**src/rtl/sle_pkg.sv**
```systemverilog
`timescale 1ns / 1ps
// ----------------------------------------------------------------------------
// sle_pkg
// Shared types and constants of the serial line editor.
// ----------------------------------------------------------------------------
package sle_pkg;

  localparam int LINE_CHARS = 40;
  localparam int AW = $clog2(LINE_CHARS);
  localparam int PW = 6;

  localparam logic [7:0] CH_BS  = 8'h08;
  localparam logic [7:0] CH_LF  = 8'h0A;
  localparam logic [7:0] CH_CR  = 8'h0D;
  localparam logic [7:0] CH_SP  = 8'h20;
  localparam logic [7:0] CH_NUL = 8'h00;

  localparam logic [PW-1:0] LAST_POS = PW'(LINE_CHARS - 1);

  typedef enum logic [1:0] {
    OP_RX    = 2'd0,
    OP_READ  = 2'd1,
    OP_CLEAR = 2'd2,
    OP_NONE  = 2'd3
  } op_e;

  // one accepted transaction, expanded into up to three result beats
  typedef struct packed {
    logic [1:0]    n;
    logic [7:0]    byte0;
    logic [7:0]    byte1;
    logic          use_rd;
    logic          is_echo;
    logic          done;
    logic [PW-1:0] len;
    logic          flag;
  } beat_t;

endpackage

```
**src/rtl/sle_out_seq.sv**
```systemverilog
`timescale 1ns / 1ps
// ----------------------------------------------------------------------------
// sle_out_seq
// Holds one expanded transaction and plays out its result beats.
// ----------------------------------------------------------------------------
module sle_out_seq import sle_pkg::*; (
  input  logic        clk_i,
  input  logic        rst_ni,
  input  logic        load_i,
  input  beat_t       item_i,
  input  logic [7:0]  rdata_i,
  output logic        can_load_o,
  output logic        m_axis_tvalid_o,
  input  logic        m_axis_tready_i,
  output logic [15:0] m_axis_tdata_o,  // out_byte[7:0], line_done[8], line_length[14:9],
                                       // ready_flag[15]
  output logic        m_axis_tuser_o,  // is_echo
  output logic        m_axis_tlast_o
);

  logic       busy_q, busy_d;
  logic [1:0] idx_q, idx_d;
  beat_t      item_q;
  logic       last_beat;
  logic [7:0] out_byte;

  assign last_beat  = (idx_q == (item_q.n - 2'd1));
  assign can_load_o = !busy_q || (m_axis_tready_i && last_beat);

  always_comb begin
    busy_d = busy_q;
    idx_d  = idx_q;
    if (load_i) begin
      busy_d = 1'b1;
      idx_d  = 2'd0;
    end else if (busy_q && m_axis_tready_i) begin
      if (last_beat) begin
        busy_d = 1'b0;
      end else begin
        idx_d = idx_q + 2'd1;
      end
    end
  end

  always_ff @(posedge clk_i or negedge rst_ni) begin
    if (!rst_ni) begin
      busy_q <= 1'b0;
      idx_q  <= 2'd0;
    end else begin
      busy_q <= busy_d;
      idx_q  <= idx_d;
    end
  end

  always_ff @(posedge clk_i) begin
    if (load_i) begin
      item_q <= item_i;
    end
  end

  always_comb begin
    case (idx_q)
      2'd0:    out_byte = item_q.use_rd ? rdata_i : item_q.byte0;
      2'd1:    out_byte = item_q.byte1;
      default: out_byte = CH_BS;
    endcase
  end

  assign m_axis_tvalid_o = busy_q;
  assign m_axis_tdata_o  = {item_q.flag, item_q.len, item_q.done, out_byte};
  assign m_axis_tuser_o  = item_q.is_echo;
  assign m_axis_tlast_o  = last_beat;

endmodule

```
**src/rtl/serial_line_editor_top.sv**
```systemverilog
`timescale 1ns / 1ps
// ----------------------------------------------------------------------------
// serial_line_editor_top
// Console line editor: stores received bytes in a line buffer and echoes them.
// ----------------------------------------------------------------------------
// A transaction puts one result beat on the result port for each of its results:
// one for reads, flag clears and most bytes, two for CR, three for a backspace
// that erases. The next transaction is taken while the last result goes out.
// A byte that fills the line needs two writes on the single buffer write port
// (the byte and its zero terminator), so the input pauses for the terminator write.
// The line buffer is a one-read, one-write memory with a registered read port.
module serial_line_editor_top import sle_pkg::*; (
  input  logic        clk_i,
  input  logic        rst_ni,
  input  logic        s_axis_tvalid_i,
  output logic        s_axis_tready_o,
  input  logic [15:0] s_axis_tdata_i,   // rx_byte[7:0], read_index[13:8], zero[15:14]
  input  logic [1:0]  s_axis_tuser_i,   // op
  output logic        m_axis_tvalid_o,
  input  logic        m_axis_tready_i,
  output logic [15:0] m_axis_tdata_o,   // out_byte[7:0], line_done[8], line_length[14:9],
                                        // ready_flag[15]
  output logic        m_axis_tuser_o,   // is_echo
  output logic        m_axis_tlast_o
);

  logic [7:0]    mem [LINE_CHARS];
  logic [7:0]    rdata_q;

  logic [PW-1:0] pos_q, pos_d;
  logic          ended_q, ended_d;
  logic          ready_q, ready_d;
  logic          pend_q, pend_d;
  logic [PW-1:0] pend_addr_q, pend_addr_d;

  logic          can_load, accept;
  op_e           op;
  logic [7:0]    ch;
  logic [5:0]    ridx;
  logic          rd_en, rd_in_range;
  logic          we;
  logic [PW-1:0] waddr;
  logic [7:0]    wdata;
  logic [PW-1:0] p0, p1;
  logic          done;
  beat_t         item;

  assign op   = op_e'(s_axis_tuser_i);
  assign ch   = s_axis_tdata_i[7:0];
  assign ridx = s_axis_tdata_i[13:8];

  assign s_axis_tready_o = can_load && !pend_q;
  assign accept          = s_axis_tvalid_i && s_axis_tready_o;
  assign rd_in_range     = (32'(ridx) < LINE_CHARS);
  assign rd_en           = accept && (op == OP_READ);

  always_comb begin
    p0 = ended_q ? '0 : ((pos_q > LAST_POS) ? LAST_POS : pos_q);
    p1 = p0;
    item.n       = 2'd1;
    item.byte0   = ch;
    item.byte1   = CH_LF;
    item.use_rd  = 1'b0;
    item.is_echo = 1'b0;
    item.done    = 1'b0;
    item.len     = pos_q;
    item.flag    = ready_q;
    pos_d        = pos_q;
    ended_d      = ended_q;
    ready_d      = ready_q;
    pend_d       = 1'b0;
    pend_addr_d  = pend_addr_q;
    we           = pend_q;
    waddr        = pend_addr_q;
    wdata        = CH_NUL;
    done         = 1'b0;
    if (accept) begin
      unique case (op)
        OP_RX: begin
          item.is_echo = 1'b1;
          if (ch == CH_BS) begin
            if (p0 != '0) begin
              item.n  = 2'd3;
              item.byte1 = CH_SP;
              p1      = p0 - PW'(1);
            end
          end else if (ch == CH_CR) begin
            item.n  = 2'd2;
            done    = 1'b1;
          end else if (ch == CH_LF) begin
            done    = 1'b1;
          end else begin
            p1      = p0 + PW'(1);
          end
          if (p1 >= LAST_POS) begin
            done = 1'b1;
          end
          pos_d   = p1;
          ended_d = done;
          if (done) begin
            ready_d = 1'b1;
          end
          we    = 1'b1;
          waddr = p0;
          wdata = (done && (p1 == p0)) ? CH_NUL : ch;
          if (done && (p1 != p0)) begin
            pend_d      = 1'b1;
            pend_addr_d = p1;
          end
          item.done = done;
          item.len  = p1;
          item.flag = ready_d;
        end
        OP_READ: begin
          item.use_rd = 1'b1;
        end
        OP_CLEAR: begin
          ready_d    = 1'b0;
          item.byte0 = CH_NUL;
          item.flag  = 1'b0;
        end
        default: begin
          item.byte0 = CH_NUL;
        end
      endcase
    end
  end

  always_ff @(posedge clk_i or negedge rst_ni) begin
    if (!rst_ni) begin
      pos_q   <= '0;
      ended_q <= 1'b1;
      ready_q <= 1'b0;
      pend_q  <= 1'b0;
    end else begin
      pos_q   <= pos_d;
      ended_q <= ended_d;
      ready_q <= ready_d;
      pend_q  <= pend_d;
    end
  end

  always_ff @(posedge clk_i) begin
    pend_addr_q <= pend_addr_d;
  end

  always_ff @(posedge clk_i) begin
    if (we) begin
      mem[waddr[AW-1:0]] <= wdata;
    end
  end

  always_ff @(posedge clk_i) begin
    if (rd_en) begin
      rdata_q <= rd_in_range ? mem[ridx[AW-1:0]] : CH_NUL;
    end
  end

  sle_out_seq u_out_seq (
    .clk_i           (clk_i),
    .rst_ni          (rst_ni),
    .load_i          (accept),
    .item_i          (item),
    .rdata_i         (rdata_q),
    .can_load_o      (can_load),
    .m_axis_tvalid_o (m_axis_tvalid_o),
    .m_axis_tready_i (m_axis_tready_i),
    .m_axis_tdata_o  (m_axis_tdata_o),
    .m_axis_tuser_o  (m_axis_tuser_o),
    .m_axis_tlast_o  (m_axis_tlast_o)
  );

endmodule
```
**config.mk**
```make
export PLATFORM = sky130hd
export DESIGN_NAME = serial_line_editor_top
export DESIGN_NICKNAME = d
export VERILOG_FILES = /design/src/rtl/sle_pkg.sv /design/src/rtl/sle_out_seq.sv /design/src/rtl/serial_line_editor_top.sv
export SDC_FILE = /design/constraint.sdc
export NUM_CORES = 1
export LEC_CHECK = 0
export ABC_AREA = 1
export BUFFER_PORTS_ARGS = -buffer_cell sky130_fd_sc_hd__buf_4
export CAP_MARGIN = 20
export CORE_UTILIZATION = 45
export DETAILED_ROUTE_END_ITERATION = 10
export GPL_ROUTABILITY_DRIVEN = 0
export HOLD_SLACK_MARGIN = 0.12
export PLACE_DENSITY = 0.7
export SYNTH_ARGS = -nofsm -noshare
export SYNTH_HDL_FRONTEND = slang
export SYNTH_SLANG_ARGS = --single-unit
export TNS_END_PERCENT = 10
```
**constraint.sdc**
```tcl
create_clock -name clk_i -period 5.9 [get_ports clk_i]
set_clock_uncertainty 0.1 [all_clocks]
set_input_delay 0 -clock clk_i [delete_from_list [all_inputs] [get_ports clk_i]]
set_output_delay 0 -clock clk_i [all_outputs]
set_load 0.02 [all_outputs]
```
==> results of run 1 <==
## cell type report
cell class	count	area share [%]
clock inverters	14	0.720
multi-input cells	764	21.8
flip-flops and latches	368	63.3
clock buffers	53	5.98
inverters	57	1.25
repair buffers	79	3.75
well taps	448	3.23
## cells in the final DEF (no fill, tap or decap), types with 23 or more instances in the layout
master	count
edfxtp_1	356
nand3_1	27
o22ai_1	65
clkbuf_16	39
nor2_1	265
o221ai_1	25
inv_1	50
o21ai_0	214
dlygate4sd3_1	23
nand2_1	82
buf_4	55
## what timing repair did
action / 4_1_cts / 5_1_grt
hold buffers: 23 / 0
hold endpoints to repair: 110 / 0
setup endpoints to repair: 0 / 0
## critical path, cell delays in order, from the launching register on
cell	delay (ns)
dfrtp_1	0.41
xnor2_1	0.27
o21ai_2	0.12
o21ai_2	0.17
inv_2	0.06
nor2_4	0.11
nand2_4	0.05
dlygate4sd3_1	0.69
nor2_8	0.33
o21ai_2	0.14
nor2_1	0.20
nand2_1	0.30
nor2_1	0.84
## power by group
part           total [W]  leakage (nW)  switching (W)  internal, W
clock            0.00226         0.568       0.000941      0.00132
combinational   0.000935          1.92       0.000639     0.000296
sequential       0.00301          3.47      0.0000399      0.00297
total            0.00620          5.96        0.00162      0.00458
## through the flow
step	setup slack (ns)	utilization [%]	cells
final	1.74	51.9	1783
after global routing	1.53	51.9	1783
after CTS	1.79	51.9	1782
after detailed placement	2.27	47.7	1692
after global placement	2.40	47.7	1692
after floorplan	1.79	-	1265
## metal layers
layer	vias to the layer above	track usage, %	part of all wire [%]
met5	-	0	0
met1	4854	28.2	42
met2	461	33.7	48
met4	0	6.77	3.0
li1	4690	-	-
met3	80	2.46	7.1
## path summary, 6_finish.rpt
| path | from | to | cells after the start |
|---|---|---|---|
| setup / recovery | u_out_seq.idx_q[1] | mem[23][7] | 12 |
| hold / removal | s_axis_tdata_i[10] | rdata_q[3] | 3 |
| setup reg to reg | u_out_seq.idx_q[1] | mem[23][7] | 12 |
| hold reg to reg | ready_q | ready_q | 2 |
| max in group asynchronous | rst_ni | pos_q[4] | 3 |
| min in group asynchronous | rst_ni | pos_q[1] | 3 |
## registers in the layout, indices dropped and copies added, names as in the netlist
name,count
pend_addr_q,6
u_out_seq.m_axis_tvalid_o,1
pend_q,1
u_out_seq.m_axis_tdata_o,8
mem,320
ready_q,1
ended_q,1
u_out_seq.item_q,13
pos_q,6
u_out_seq.m_axis_tuser_o,1
rdata_q,8
u_out_seq.idx_q,2
## cell families (layout without fill, tap and decap cells)
kind of cell / Yosys count / in the layout
simple gates: 412 / 412
flops: 368 / 368
compound gates: 346 / 346
buf+inv: 133 / 203
fa+ha+maj: 4 / 4
xor+xnor: 2 / 2
==> results_dict.tcl, run 1 <==
set metrics [dict create \
    status "completed" \
    drive_gt1_share_pct 11.2 \
    cts_buffers 37 \
    yosysUniqueCellTypes 35 \
    drv_cap 0 \
    clock-sinks 368 \
    yosys-top-cells-count "356 x edfxtp_1, 269 x nor2_1, 214 x o21ai_0" \
    vias 10100 \
    synth_mux_area_share_pct 0 \
    timing.final.crit_share_pct 70.6 \
    synth_top_area_share_pct 69.9 \
    synth_edf_count 356 \
    crit_type "register to register" \
    cts_buffer_depth 3 \
    fin_nets 1333 \
    core_area_mm2 0.0334 \
    yosys.area_share.simple_pct 11.1 \
    io_buffer_count 39 \
    grt_pass1_wl_um 55400 \
    fp-row-count 67 \
    rsz0062_at_grt "false" \
    fin_area_mm2 0.0174 \
    finalCriticalPeriod_ns 4.16 \
    relSlewSlack_pct 32.0 \
    async_flop_share_pct 3.26 \
    die_width_um 186 \
    die_h_um 186 \
    total_leakage_power_nw 5.96 \
    arrival_ns 4.20 \
    ios 42 \
    synth_seq_cells 368 \
    setup_viol 0 \
    antenna_found_initial 0 \
    syn_inst 1265 \
    ant_nets 0 \
    path_clk_slew_ns 0.06 \
    syn2layout_area_growth_pct 13.6 \
    cts_tree "done" \
    hold_viol_final 0 \
    postCtsSetupRepairBufs 0 \
    grt_pass1_vias 9649 \
    whs_ns 0.198 \
    r2r_setup_slack_ns 1.74 \
    max_freq_mhz 240 \
    drt_wl_total_um 35600 \
    synth_top_family_by_area "compound AO/OA/AOI/OAI gates" \
    htreeDepth 2 \
    syn-num-nets 1291 \
    antenna_cells 0 \
    gr-usage-all-layers_pct 20.4 \
    post-dp-hpwl_um 20600 \
    clock-root-buffer "clkbuf_16" \
    yosys-top-cells-area "edfxtp_1 70%, o21ai_0 7.0%, nor2_1 6.6%, o22ai_1 2.7%, nand2_1 2.0%" \
    cp-start-kind "register" \
    drtPass1Iterations 8 \
    grt-ovfl-total 0 \
    ys_warn_count 0 \
    via_per_inst 5.66 \
    syn_avg_cell_area_um2 12.1 \
    tightest_slew_ns 1.02 \
    synth_compound_area_share_pct 13.0 \
    cts.repair.resized 0 \
    tns_ns 0 \
    start_util_pct 45.7 \
    end_kind "register" \
    p_per_area_mw_per_mm2 357 \
    slew_viol_final 0 \
    synth_xor_area_share_pct 0.115 \
    nFillCells 2765 \
    yosysSeqAreaShare_pct 71.9 \
    avgRoutedWirePerCell_um 19.9 \
    multi_input_area_mm2 0.00379 \
    first_iter_violations 1068 \
    netlist_area_mm2 0.0153 \
    post-synth-top-area-cell "edfxtp_1" \
    peakVddDrop_v 0.000243 \
    synthAdderAreaFrac_pct 0.327 \
    synth_ff_type "edfxtp_1" \
    grt_start_max_net_pins 85 \
    ff_latch_area_mm2 0.0110 \
    drc 0 \
    power_w 0.00620 \
    required_ns 5.94 \
    yosysMostFrequentCell "edfxtp_1" \
    critPathMaxFanout 21 \
    insertion_delay_ns 0.52 \
    dieArea_mm2 0.0347 \
    dpl_cell_area_mm2 0.0160 \
    hp-class "primary input to register" \
]
Power figures use the tool's default switching activity.
==> inputs of run 2 (changes only) <==
--- a/config.mk
+++ b/config.mk
@@ -12,7 +12,7 @@
 export DETAILED_ROUTE_END_ITERATION = 10
 export GPL_ROUTABILITY_DRIVEN = 0
 export HOLD_SLACK_MARGIN = 0.12
-export PLACE_DENSITY = 0.7
+export PLACE_DENSITY = 0.72
 export SYNTH_ARGS = -nofsm -noshare
 export SYNTH_HDL_FRONTEND = slang
 export SYNTH_SLANG_ARGS = --single-unit
==> constraint.sdc (replaced) <==
create_clock -name clk_i -period 3.8 [get_ports clk_i]
set_clock_uncertainty 0.1 [all_clocks]
set_input_delay 0 -clock clk_i [delete_from_list [all_inputs] [get_ports clk_i]]
set_output_delay 0 -clock clk_i [all_outputs]
set_load 0.02 [all_outputs]
==> run 2 against run 1 <==
  * Worst hold slack worse by 0.047 ns
  * Total power grew 59%
  * Maximum frequency up 25%
  * Sequential power rose by 55%
  * Flip-flop and latch count is the same
  * Die area is the same
  * Largest power group unchanged
==> results_dict.tcl, run 2 (synthesized netlist as in run 1, its figures left out) <==
set metrics [dict create \
    whs_ns 0.150 \
    fp-row-count 67 \
    grt_start_max_net_pins 142 \
    whs_path_depth 5 \
    nFillCells 2662 \
    critPathMaxFanout 6 \
    finalCriticalPeriod_ns 3.32 \
    start_util_pct 45.7 \
    drc 0 \
    antenna_found_initial 0 \
    avgRoutedWirePerCell_um 19.8 \
    insertion_delay_ns 0.52 \
    status "completed" \
    largest_reg_flops 320 \
    ios 42 \
    cp-start-kind "register" \
    hp-class "primary input to register" \
    vias 10400 \
    drt_wl_total_um 36000 \
    relSlewSlack_pct 47.4 \
    p_per_area_mw_per_mm2 554 \
    crit_type "register to register" \
    via_per_inst 5.70 \
    rsz0062_at_grt "false" \
    tns_ns 0 \
    slew_viol_final 0 \
    htreeDepth 2 \
    power_w 0.00985 \
    setup_viol 0 \
    cts_buffer_depth 3 \
    grt_pass1_wl_um 55900 \
    antenna_cells 0 \
    die_h_um 186 \
    hold_end "rdata_q[7]" \
    core_area_mm2 0.0334 \
    max_freq_mhz 301 \
    die_width_um 186 \
    dieArea_mm2 0.0347 \
    io_buffer_count 39 \
    drv_cap 0 \
    final_cell_mix "356 x edfxtp_1, 265 x nor2_1, 214 x o21ai_0" \
    cts.repair.resized 0 \
    hp-start "s_axis_tdata_i[11]" \
    clock-root-buffer "clkbuf_16" \
    grt-ovfl-total 0 \
    drive_gt1_share_pct 14.1 \
    total_leakage_power_nw 6.22 \
    r2r_start "pos_q[4]" \
    postCtsSetupRepairBufs 0 \
    cts_buffers 37 \
    ant_nets 0 \
    hold_viol_final 0 \
    post-dp-hpwl_um 21400 \
    drtPass1Iterations 5 \
    clock-sinks 368 \
    timing.final.crit_share_pct 87.4 \
    fin_nets 1369 \
    reg2reg_to "pend_addr_q[4]" \
    path_clk_slew_ns 0.06 \
    first_iter_violations 1203 \
    cts_tree "done" \
    tightest_slew_ns 0.784 \
    end_kind "register" \
    r2r_setup_slack_ns 0.48 \
    grt_pass1_vias 9954 \
    gr-usage-all-layers_pct 20.7 \
    required_ns 3.85 \
    peakVddDrop_v 0.000407 \
    reg2reg_depth 16 \
    syn2layout_area_growth_pct 16.1 \
    layout_commonest_cell "edfxtp_1" \
    arrival_ns 3.37 \
]
[run 2: changes by cell type in the layout (fill, tap and decap cells not counted), sizes merged]
cell and delta:
buf +38, clkbuf -11, clkinv +6, bufinv +3, clkinvlp +1, dlygate4sd3 -1
[run 2: worst max-delay path by stage]
stage,depth (start not counted),slack (ns),to,from
2_1_floorplan,7,-0.31,mem[0][0],u_out_seq.idx_q[1]
3_3_place_gp,16,0.58,pend_addr_q[4],pos_q[4]
3_5_place_dp,16,0.51,pend_addr_q[5],pos_q[4]
4_1_cts,16,0.50,pend_addr_q[5],pos_q[4]
5_1_grt,16,0.17,pend_addr_q[5],pos_q[5]
6_report,16,0.48,pend_addr_q[4],pos_q[4]
[run 2: where the power goes]
group          switching [W]  internal (W)  total, W
Combinational       0.000997      0.000464   0.00146
Clock                0.00149       0.00222   0.00371
Sequential         0.0000667       0.00461   0.00468
Total                0.00255       0.00730   0.00985
[run 2: cell type report]
class / instances / area (um^2) / share of cell area [%]
clock buffers: 43 / 991 / 5.58
clock inverters: 24 / 262 / 1.47
inverters: 57 / 216 / 1.22
multi-input cells: 764 / 3780 / 21.3
flip-flops and latches: 368 / 11000 / 61.9
well taps: 448 / 561 / 3.16
repair buffers: 115 / 956 / 5.38
[run 2: layer usage]
metal  share of wire (%)  GRT usage, %  vias to the layer above
li1                    -             -                     4759
met1                  40          27.8                     5046
met2                  48          33.5                      466
met3                 7.7          2.99                       96
met4                 3.8          9.28                        0
met5                   0             0                        -
[run 2: critical path, stage by stage (launching register included)]
cell and delay (ns):
dfrtp_1 0.40, nor2_1 0.11, nor2_1 0.06, o21ai_1 0.39, ha_1 0.26, inv_1 0.06, nor2_1 0.17, nand3_1 0.17
nand2_1 0.15, nand3_1 0.08, nand2_1 0.14, nand3_1 0.09, nand2_1 0.07, nand2_1 0.04, nand2_1 0.07, nand2_1 0.09
a21oi_1 0.51
[run 2: metrics by stage]
stage	util, %	area [um^2]	instances	worst slack [ns]
after floorplan	-	15300	1265	-0.311
after global placement	48.7	16300	1730	0.576
after detailed placement	48.7	16300	1730	0.507
after CTS	53.1	17800	1819	0.496
after global routing	53.1	17800	1819	0.170
final	53.1	17800	1819	0.477
[run 2: timing repair]
action | in CTS | in global routing
hold buffers | 22 | 0
endpoints found under the hold margin | 157 | 0
endpoints found under the setup margin | 0 | 0
